<file path="src/rtl/core/swt_pkg.sv">
// shared types and constants for the session timeout wheel
// no dependencies; used by swt_cfg, swt_ram users and the top level
`default_nettype none

package swt_pkg;

    localparam int SLOTS_DEFAULT = 64;

    localparam int KIND_W   = 2;
    localparam int ID_W     = 16;
    localparam int STAMP_W  = 32;
    localparam int CNT_W    = 7;
    localparam int STATUS_W = 2;
    localparam int TMO_W    = 6;

    // slot word: valid, id, stamp
    localparam int WORD_W   = 1 + ID_W + STAMP_W;

    localparam int OUT_W    = 32;
    localparam int APB_AW   = 3;
    localparam int APB_DW   = 32;

    localparam logic [TMO_W-1:0] TIMEOUT_RESET = 6'd30;

    // register index of timeout_ticks
    localparam logic [APB_AW-3:0] REG_TIMEOUT = 1'b0;

    localparam logic [KIND_W-1:0] KIND_ADD    = 2'd0;
    localparam logic [KIND_W-1:0] KIND_TOUCH  = 2'd1;
    localparam logic [KIND_W-1:0] KIND_REMOVE = 2'd2;
    localparam logic [KIND_W-1:0] KIND_TICK   = 2'd3;

    localparam logic [STATUS_W-1:0] STATUS_OK        = 2'd0;
    localparam logic [STATUS_W-1:0] STATUS_BAD_ID    = 2'd1;
    localparam logic [STATUS_W-1:0] STATUS_DUPLICATE = 2'd2;
    localparam logic [STATUS_W-1:0] STATUS_NOT_FOUND = 2'd3;

endpackage

`default_nettype wire

</file>
<file path="src/rtl/core/session_timeout_wheel_core.sv">
// session timeout wheel top level: sequencer, slot ram scan and result register
// depends on swt_pkg, swt_ram and swt_cfg
`default_nettype none

// Single-level timing wheel of SLOTS slots, one session per slot, kept in one
// slot ram (valid, id, stamp) with one read port and one comparator. After
// reset the block clears every slot of the ram and takes no word meanwhile;
// register writes are taken at any time. A tick word goes from accept through
// a ram read of the pointer slot and a check to the result load. A non-tick
// word with id 0 goes from accept straight to the result load. Add, touch and
// remove scan every slot through the ram read port, one slot a cycle, after
// one compare and subtract step for each wrap of the target slot past the end
// of the wheel (at most one for SLOTS >= 64, at most (SLOTS + 62) / SLOTS
// rounded down below that); a rejected word then goes to the result load, an
// add that places takes a place step, a remove a vacate step, a touch both.
// A full output register stalls the result load. One word is in work at a
// time; the result sits in an output register as the next word is accepted.
module session_timeout_wheel_core #(
    parameter int SLOTS = swt_pkg::SLOTS_DEFAULT
) (
    input  wire logic                         i_clk,
    input  wire logic                         i_rst_n,
    // input words
    input  wire logic                         s_axis_tvalid,
    output logic                              s_axis_tready,
    input  wire logic [swt_pkg::ID_W-1:0]     s_axis_tdata,  // [15:0] conn_id
    input  wire logic [swt_pkg::KIND_W-1:0]   s_axis_tuser,  // [1:0] kind
    // result words
    output logic                              m_axis_tvalid,
    input  wire logic                         m_axis_tready,
    // [1:0] status, [2] evicted, [3] expired, [19:4] expired_id,
    // [26:20] live_sessions, [31:27] zero
    output logic      [swt_pkg::OUT_W-1:0]    m_axis_tdata,
    // configuration
    input  wire logic                         psel,
    input  wire logic                         penable,
    input  wire logic                         pwrite,
    input  wire logic [swt_pkg::APB_AW-1:0]   paddr,
    input  wire logic [swt_pkg::APB_DW-1:0]   pwdata,
    output logic      [swt_pkg::APB_DW-1:0]   prdata,
    output logic                              pready
);

    localparam int AW = $clog2(SLOTS);
    localparam int CW = $clog2(SLOTS + 1);
    // pointer + timeout before wrapping
    localparam int TW = ((AW > swt_pkg::TMO_W) ? AW : swt_pkg::TMO_W) + 1;
    localparam int PAD_W = swt_pkg::OUT_W - (swt_pkg::STATUS_W + 2 + swt_pkg::ID_W
                                             + swt_pkg::CNT_W);

    typedef enum logic [3:0] {
        ST_CLEAR,
        ST_IDLE,
        ST_WRAP,
        ST_SCAN,
        ST_DECIDE,
        ST_VACATE,
        ST_PLACE,
        ST_TICK_RD,
        ST_TICK_CHK,
        ST_DONE
    } t_state;

    t_state                         r_state, n_state;
    logic [CW-1:0]                  r_cnt, n_cnt;
    logic [AW-1:0]                  r_ptr, n_ptr;
    logic [swt_pkg::CNT_W-1:0]      r_total, n_total;
    logic [swt_pkg::STAMP_W-1:0]    r_clock, n_clock;
    logic [swt_pkg::KIND_W-1:0]     r_kind, n_kind;
    logic [swt_pkg::ID_W-1:0]       r_id, n_id;
    logic [TW-1:0]                  r_sum, n_sum;
    logic                           r_rd_pend, n_rd_pend;
    logic [AW-1:0]                  r_rd_idx, n_rd_idx;
    logic                           r_found, n_found;
    logic [AW-1:0]                  r_fidx, n_fidx;
    logic                           r_tgt_valid, n_tgt_valid;
    logic [swt_pkg::STATUS_W-1:0]   r_status, n_status;
    logic                           r_evicted, n_evicted;
    logic                           r_expired, n_expired;
    logic [swt_pkg::ID_W-1:0]       r_exp_id, n_exp_id;
    logic                           r_m_valid, n_m_valid;
    logic [swt_pkg::OUT_W-1:0]      r_m_data, n_m_data;

    logic                           ram_we;
    logic [AW-1:0]                  ram_waddr;
    logic [swt_pkg::WORD_W-1:0]     ram_wdata;
    logic [AW-1:0]                  ram_raddr;
    logic [swt_pkg::WORD_W-1:0]     ram_rdata;

    logic                           rd_valid;
    logic [swt_pkg::ID_W-1:0]       rd_id;
    logic [swt_pkg::STAMP_W-1:0]    rd_stamp;
    logic [swt_pkg::STAMP_W-1:0]    idle_ticks;
    logic [AW-1:0]                  tgt;
    logic                           ev;
    logic [swt_pkg::TMO_W-1:0]      timeout;

    swt_cfg u_cfg (
        .i_clk     (i_clk),
        .i_rst_n   (i_rst_n),
        .psel      (psel),
        .penable   (penable),
        .pwrite    (pwrite),
        .paddr     (paddr),
        .pwdata    (pwdata),
        .prdata    (prdata),
        .pready    (pready),
        .o_timeout (timeout)
    );

    swt_ram #(
        .WIDTH (swt_pkg::WORD_W),
        .DEPTH (SLOTS)
    ) u_slots (
        .i_clk   (i_clk),
        .i_we    (ram_we),
        .i_waddr (ram_waddr),
        .i_wdata (ram_wdata),
        .i_raddr (ram_raddr),
        .o_rdata (ram_rdata)
    );

    assign rd_valid   = ram_rdata[swt_pkg::WORD_W-1];
    assign rd_id      = ram_rdata[swt_pkg::STAMP_W +: swt_pkg::ID_W];
    assign rd_stamp   = ram_rdata[swt_pkg::STAMP_W-1:0];
    assign idle_ticks = r_clock - rd_stamp;
    assign tgt        = r_sum[AW-1:0];
    // a touch that already sits in its target slot vacates it first
    assign ev         = r_tgt_valid && !((r_kind == swt_pkg::KIND_TOUCH) && (r_fidx == tgt));

    assign s_axis_tready = (r_state == ST_IDLE);
    assign m_axis_tvalid = r_m_valid;
    assign m_axis_tdata  = r_m_data;

    always_comb begin
        n_state     = r_state;
        n_cnt       = r_cnt;
        n_ptr       = r_ptr;
        n_total     = r_total;
        n_clock     = r_clock;
        n_kind      = r_kind;
        n_id        = r_id;
        n_sum       = r_sum;
        n_rd_pend   = r_rd_pend;
        n_rd_idx    = r_rd_idx;
        n_found     = r_found;
        n_fidx      = r_fidx;
        n_tgt_valid = r_tgt_valid;
        n_status    = r_status;
        n_evicted   = r_evicted;
        n_expired   = r_expired;
        n_exp_id    = r_exp_id;
        n_m_valid   = r_m_valid;
        n_m_data    = r_m_data;
        ram_we      = 1'b0;
        ram_waddr   = r_cnt[AW-1:0];
        ram_wdata   = '0;
        ram_raddr   = r_cnt[AW-1:0];

        if (r_m_valid && m_axis_tready) begin
            n_m_valid = 1'b0;
        end

        case (r_state)
            ST_CLEAR: begin
                ram_we = 1'b1;
                n_cnt  = r_cnt + 1'b1;
                if (r_cnt == CW'(SLOTS - 1)) begin
                    n_state = ST_IDLE;
                end
            end
            ST_IDLE: begin
                if (s_axis_tvalid) begin
                    n_kind    = s_axis_tuser;
                    n_id      = s_axis_tdata;
                    n_status  = swt_pkg::STATUS_OK;
                    n_evicted = 1'b0;
                    n_expired = 1'b0;
                    n_exp_id  = '0;
                    n_found   = 1'b0;
                    n_tgt_valid = 1'b0;
                    n_sum     = TW'(r_ptr) + TW'(timeout);
                    if (s_axis_tuser == swt_pkg::KIND_TICK) begin
                        n_state = ST_TICK_RD;
                    end else if (s_axis_tdata == '0) begin
                        n_status = swt_pkg::STATUS_BAD_ID;
                        n_state  = ST_DONE;
                    end else begin
                        n_state = ST_WRAP;
                    end
                end
            end
            ST_WRAP: begin
                // one compare and subtract a cycle
                if (r_sum >= TW'(SLOTS)) begin
                    n_sum = r_sum - TW'(SLOTS);
                end else begin
                    n_cnt     = '0;
                    n_rd_pend = 1'b0;
                    n_state   = ST_SCAN;
                end
            end
            ST_SCAN: begin
                if (r_rd_pend) begin
                    if (rd_valid && (rd_id == r_id) && !r_found) begin
                        n_found = 1'b1;
                        n_fidx  = r_rd_idx;
                    end
                    if (r_rd_idx == tgt) begin
                        n_tgt_valid = rd_valid;
                    end
                end
                if (r_cnt == CW'(SLOTS)) begin
                    n_rd_pend = 1'b0;
                    n_state   = ST_DECIDE;
                end else begin
                    n_rd_pend = 1'b1;
                    n_rd_idx  = r_cnt[AW-1:0];
                    n_cnt     = r_cnt + 1'b1;
                end
            end
            ST_DECIDE: begin
                if (r_kind == swt_pkg::KIND_ADD) begin
                    if (r_found) begin
                        n_status = swt_pkg::STATUS_DUPLICATE;
                        n_state  = ST_DONE;
                    end else begin
                        n_state = ST_PLACE;
                    end
                end else if (!r_found) begin
                    n_status = swt_pkg::STATUS_NOT_FOUND;
                    n_state  = ST_DONE;
                end else begin
                    n_state = ST_VACATE;
                end
            end
            ST_VACATE: begin
                ram_we    = 1'b1;
                ram_waddr = r_fidx;
                if (r_kind == swt_pkg::KIND_TOUCH) begin
                    n_state = ST_PLACE;
                end else begin
                    n_total = r_total - 1'b1;
                    n_state = ST_DONE;
                end
            end
            ST_PLACE: begin
                ram_we    = 1'b1;
                ram_waddr = tgt;
                ram_wdata = {1'b1, r_id, r_clock};
                n_evicted = ev;
                if (r_kind == swt_pkg::KIND_ADD) begin
                    n_total = r_total - swt_pkg::CNT_W'(ev) + 1'b1;
                end else begin
                    n_total = r_total - swt_pkg::CNT_W'(ev);
                end
                n_state = ST_DONE;
            end
            ST_TICK_RD: begin
                ram_raddr = r_ptr;
                n_state   = ST_TICK_CHK;
            end
            ST_TICK_CHK: begin
                ram_waddr = r_ptr;
                if (rd_valid && (idle_ticks >= swt_pkg::STAMP_W'(timeout))) begin
                    ram_we    = 1'b1;
                    n_expired = 1'b1;
                    n_exp_id  = rd_id;
                    n_total   = r_total - 1'b1;
                end
                n_ptr   = (r_ptr == AW'(SLOTS - 1)) ? '0 : r_ptr + 1'b1;
                n_clock = r_clock + 1'b1;
                n_state = ST_DONE;
            end
            ST_DONE: begin
                if (!r_m_valid || m_axis_tready) begin
                    n_m_valid = 1'b1;
                    n_m_data  = {{PAD_W{1'b0}}, r_total, r_exp_id, r_expired, r_evicted,
                                 r_status};
                    n_state   = ST_IDLE;
                end
            end
            default: begin
                n_state = ST_IDLE;
            end
        endcase
    end

    always_ff @(posedge i_clk) begin
        if (!i_rst_n) begin
            r_state   <= ST_CLEAR;
            r_cnt     <= '0;
            r_ptr     <= '0;
            r_total   <= '0;
            r_clock   <= '0;
            r_rd_pend <= 1'b0;
            r_found   <= 1'b0;
            r_m_valid <= 1'b0;
        end else begin
            r_state   <= n_state;
            r_cnt     <= n_cnt;
            r_ptr     <= n_ptr;
            r_total   <= n_total;
            r_clock   <= n_clock;
            r_rd_pend <= n_rd_pend;
            r_found   <= n_found;
            r_m_valid <= n_m_valid;
        end
        r_kind      <= n_kind;
        r_id        <= n_id;
        r_sum       <= n_sum;
        r_rd_idx    <= n_rd_idx;
        r_fidx      <= n_fidx;
        r_tgt_valid <= n_tgt_valid;
        r_status    <= n_status;
        r_evicted   <= n_evicted;
        r_expired   <= n_expired;
        r_exp_id    <= n_exp_id;
        r_m_data    <= n_m_data;
    end

    // session count cannot exceed the wheel unless the count wraps
    a_total_bound: assert property (@(posedge i_clk) disable iff (!i_rst_n)
        (SLOTS > 127) || (r_total <= swt_pkg::CNT_W'(SLOTS)))
        else $error("session count above slot count");

    a_ptr_bound: assert property (@(posedge i_clk) disable iff (!i_rst_n)
        r_ptr <= AW'(SLOTS - 1))
        else $error("wheel pointer out of range");

    a_tick_clock: assert property (@(posedge i_clk) disable iff (!i_rst_n)
        (r_state == ST_TICK_CHK) |=> (r_clock == $past(r_clock) + 1'b1))
        else $error("tick did not advance the tick clock");

    a_add_no_dup: assert property (@(posedge i_clk) disable iff (!i_rst_n)
        (r_state == ST_PLACE && r_kind == swt_pkg::KIND_ADD) |-> !r_found)
        else $error("add placed an id that is already present");

endmodule

`default_nettype wire

</file>
<file path="src/rtl/core/swt_ram.sv">
// generic single-write, single-read ram with registered read data
// no dependencies
`default_nettype none

module swt_ram #(
    parameter int WIDTH = 8,
    parameter int DEPTH = 64
) (
    input  wire logic                     i_clk,
    input  wire logic                     i_we,
    input  wire logic [$clog2(DEPTH)-1:0] i_waddr,
    input  wire logic [WIDTH-1:0]         i_wdata,
    input  wire logic [$clog2(DEPTH)-1:0] i_raddr,
    output logic      [WIDTH-1:0]         o_rdata
);

    logic [WIDTH-1:0] r_mem [DEPTH];

    always_ff @(posedge i_clk) begin
        if (i_we) begin
            r_mem[i_waddr] <= i_wdata;
        end
        o_rdata <= r_mem[i_raddr];
    end

endmodule

`default_nettype wire

</file>
<file path="src/rtl/core/swt_cfg.sv">
// apb register block holding timeout_ticks
// depends on swt_pkg
`default_nettype none

module swt_cfg (
    input  wire logic                        i_clk,
    input  wire logic                        i_rst_n,
    input  wire logic                        psel,
    input  wire logic                        penable,
    input  wire logic                        pwrite,
    input  wire logic [swt_pkg::APB_AW-1:0]  paddr,
    input  wire logic [swt_pkg::APB_DW-1:0]  pwdata,
    output logic      [swt_pkg::APB_DW-1:0]  prdata,
    output logic                             pready,
    output logic      [swt_pkg::TMO_W-1:0]   o_timeout
);

    logic [swt_pkg::TMO_W-1:0] r_timeout;
    logic                      sel_timeout;

    // register index sits above the byte offset
    assign sel_timeout = (paddr[swt_pkg::APB_AW-1:2] == swt_pkg::REG_TIMEOUT);
    assign pready      = 1'b1;
    assign o_timeout   = r_timeout;

    always_ff @(posedge i_clk) begin
        if (!i_rst_n) begin
            r_timeout <= swt_pkg::TIMEOUT_RESET;
        end else if (psel && penable && pwrite && pready && sel_timeout) begin
            r_timeout <= pwdata[swt_pkg::TMO_W-1:0];
        end
    end

    always_comb begin
        prdata = '0;
        if (sel_timeout) begin
            prdata = {{(swt_pkg::APB_DW - swt_pkg::TMO_W){1'b0}}, r_timeout};
        end
    end

endmodule

`default_nettype wire
</file>
<file path="config.mk">
export PLATFORM = sky130hd
export DESIGN_NAME = session_timeout_wheel_core
export DESIGN_NICKNAME = d
export VERILOG_FILES = /design/src/rtl/core/swt_pkg.sv /design/src/rtl/core/session_timeout_wheel_core.sv /design/src/rtl/core/swt_ram.sv /design/src/rtl/core/swt_cfg.sv
export SDC_FILE = /design/constraint.sdc
export NUM_CORES = 2
export LEC_CHECK = 0
export BUFFER_PORTS_ARGS = -buffer_cell sky130_fd_sc_hd__buf_2
export CAP_MARGIN = 10
export CORE_MARGIN = 4
export CORE_UTILIZATION = 45
export DETAILED_ROUTE_END_ITERATION = 10
export SLEW_MARGIN = 20
export SYNTH_ARGS = -nofsm -noshare
export SYNTH_HDL_FRONTEND = slang
export SYNTH_SLANG_ARGS = --single-unit
export TNS_END_PERCENT = 50
</file>
<file path="constraint.sdc">
create_clock -name i_clk -period 18.4 [get_ports i_clk]
set_input_delay 5.52 -clock i_clk [delete_from_list [all_inputs] [get_ports i_clk]]
set_output_delay 5.52 -clock i_clk [all_outputs]
set_load 0.02 [all_outputs]
</file>
==> impl_metrics.env <==
export IMPL_final_cell_mix="3221 x edfxtp_1, 784 x mux4_2, 560 x nand2_1"
export IMPL_finish_utilization_pct=50.99
export IMPL_nNetsFinal=7075
export IMPL_ctsResizeCount=0
export IMPL_die_height_um=548.8
export IMPL_synthCells=6721
export IMPL_cts_buffer_depth=4
export IMPL_core_area_sq_um=291100
export IMPL_die_w_um=548.8
export IMPL_remaining_drc_errors=0
export IMPL_netlist_top_cells_area="edfxtp_1 73%, mux4_2 13%, dfxtp_1 1.7%, nand2_1 1.6%, a211oi_1 1.3%"
export IMPL_place_area_sq_um=137500
export IMPL_die_area_sq_um=301200
export IMPL_syn_area_per_cell_sq_um=19.58
export IMPL_timing_max_cap_violations=0
export IMPL_async_reset_ff_share_pct=0
export IMPL_grt_overflow=0
export IMPL_rows=198
export IMPL_finalPower_mw=15.90
export IMPL_dr_pass1_iters=7
export IMPL_vias=68510
export IMPL_r2r_slack_ns=10.91
export IMPL_postCtsSetupBuffers=0
export IMPL_start_kind="input pin"
export IMPL_r2r_start="r_state[3]"
export IMPL_clkLatencyLatePin_ns=0.89
export IMPL_ys_ff_latch=3335
export IMPL_timing_hold_ws_ns=0.4019
export IMPL_cts_sinks=3335
export IMPL_fin_setup_tns_ns=0
export IMPL_htreeDepth=5
export IMPL_yosysWarnings=0
export IMPL_synth_largest_area_cell="edfxtp_1"
export IMPL_synth_area_sq_um=131600
export IMPL_hold_class="flop to flop"
export IMPL_ff2ff_path_depth=16
export IMPL_fillerInstances=23090
export IMPL_clock_tree_root_cell="clkbuf_16"
export IMPL_synthToLayoutAreaGrowth_pct=12.78
export IMPL_synth_top_cell_area_share_pct=73.49
export IMPL_synth_edf_count=3221
export IMPL_numCtsBuffers=346
export IMPL_critPathKind="input pin to primary output"
export IMPL_endpoint_kind="primary output"
export IMPL_yosysUniqueCellTypes=91
export IMPL_finalHoldViolations=0
export IMPL_synth_ff_type="edfxtp_1"
export IMPL_outcome="completed"
export IMPL_antenna_found_initial=20
export IMPL_drv_slew=0
export IMPL_grt_max_degree=100
export IMPL_slew_headroom_pct=9.687
export IMPL_gp_congestion=0.8563
export IMPL_ys_seq_area_share_pct=75.22
export IMPL_grt_use_total_pct=23.36
export IMPL_start_util_pct=45.22
export IMPL_fin_area_sq_um=148400
export IMPL_fin_crit_sh_pct=62.36
export IMPL_place_hpwl_um=186600
export IMPL_clock_skew_final_ns=0.05635
export IMPL_vias_per_cell=6.150
export IMPL_worst_pin_slew_ns=1.347
export IMPL_grt_pass1_wl_um=505600
export IMPL_clk_pin_slew_ns=0.05
export IMPL_final_common_cell="edfxtp_1"
export IMPL_drive_gt1_share_pct=23.58
export IMPL_leakagePower_nw=49.91
export IMPL_drt_total_wl_um=356300
export IMPL_crit_end="prdata[2]"
export IMPL_crit_arrival_ns=5.95
export IMPL_r2r_end="u_slots.o_rdata[11]"
export IMPL_drt_iter0_drc=8489
export IMPL_antenna_left=0
export IMPL_cp_data_required_time_ns=12.88
export IMPL_ctsHoldBuffers=0
export IMPL_tritoncts="yes"
export IMPL_portBuffers=66
export IMPL_wl_per_cell_um=31.98
export IMPL_max_freq_mhz=87.15
export IMPL_setup_viol=0
export IMPL_critPathMaxFanout=7
export IMPL_holdPathStages=0
export IMPL_rsz0062_at_grt="false"
export IMPL_fin_crit_ns=11.47
export IMPL_ios=127
export IMPL_ir_drop_mv=0.08958
export IMPL_crit_start="paddr[2]"
export IMPL_p_per_area_nw_per_um2=107.1
export IMPL_first_global_vias=68210
==> cells by family (layout without fill, tap and decap cells) <==
group	Yosys count	in the layout	synth area share (%)
multiplexers	806	806	13.59
other	2	36	0.005706
adder cells (fa/ha/maj)	55	55	0.5343
XOR/XNOR	82	82	0.5457
flip-flops	3335	3335	75.22
AND/OR/NAND/NOR	1179	1179	4.407
AO/OA/AOI/OAI	762	762	4.026
buffers and inverters	500	984	1.672
==> power breakdown <==
part | internal [mW] | total [mW] | switching [mW]
Combinational | 0.312 | 0.838 | 0.526
Sequential | 8.26 | 8.29 | 0.0333
Clock | 3.91 | 6.77 | 2.85
==> layout make-up <==
class | instances | area (sq um) | area share [%]
Sequential cell | 3335 | 99010 | 66.70
Tap cell | 3900 | 4880 | 3.287
Multi-Input combinational cell | 2916 | 31220 | 21.03
Inverter | 65 | 245.2 | 0.1652
Antenna cell | 4 | 10.01 | 0.006743
Clock buffer | 448 | 9364 | 6.308
Timing Repair Buffer | 296 | 2170 | 1.462
Clock inverter | 175 | 1543 | 1.039
==> state kept, by name (all words and copies together) (netlist names), 2 cells and up <==
name	count
r_sum	7
r_state	4
m_axis_tdata	27
r_clock	32
r_kind	2
r_status	2
r_total	7
r_ptr	6
r_id	16
r_rd_idx	6
u_slots.r_mem	3136
r_fidx	6
u_cfg.o_timeout	6
r_exp_id	16
r_cnt	7
u_slots.o_rdata	49
==> Yosys cell counts (28+ instances only) <==
cell type and number:
edfxtp_1 3221, mux4_2 784, nand2_1 560, and2_1 261, clkbuf_1 245, a211oi_1 230
a21oi_1 152, dfxtp_1 114, buf_2 106, a31oi_1 103, a311oi_1 102, nor2_1 73
inv_1 65, o21ai_0 54, xnor2_1 54, ha_1 53, buf_4 49, nor4_1 48
nand3_1 44, nor3_1 40, buf_1 34, nand4_1 33, and3_1 32, xor2_1 28
==> layer usage <==
layer | routed length [um] | track usage (%)
met5 | 13 | 0
met4 | 9320 | 6.161
met3 | 29320 | 3.629
met2 | 170700 | 37.59
met1 | 146900 | 33.59
==> metrics by stage <==
stage                     worst slack, ns  std cells
final                               6.925      11140
after global routing                6.876      11140
after CTS                           6.907      11140
after detailed placement            6.909      10510
after global placement              6.932      10510
after floorplan                     7.056       6751
==> worst min-delay path by stage <==
stage	startpoint	end
2_1_floorplan	r_status[0]	m_axis_tdata[0]
3_3_place_gp	r_status[0]	m_axis_tdata[0]
3_5_place_dp	r_status[0]	m_axis_tdata[0]
4_1_cts	r_expired	m_axis_tdata[3]
5_1_grt	r_expired	m_axis_tdata[3]
6_report	r_expired	m_axis_tdata[3]
==> worst max-delay path, cell delays in order <==
cell    delay [ns]
buf_2         0.13
nor2_1        0.12
buf_2         0.18
Power figures use the tool's default switching activity.
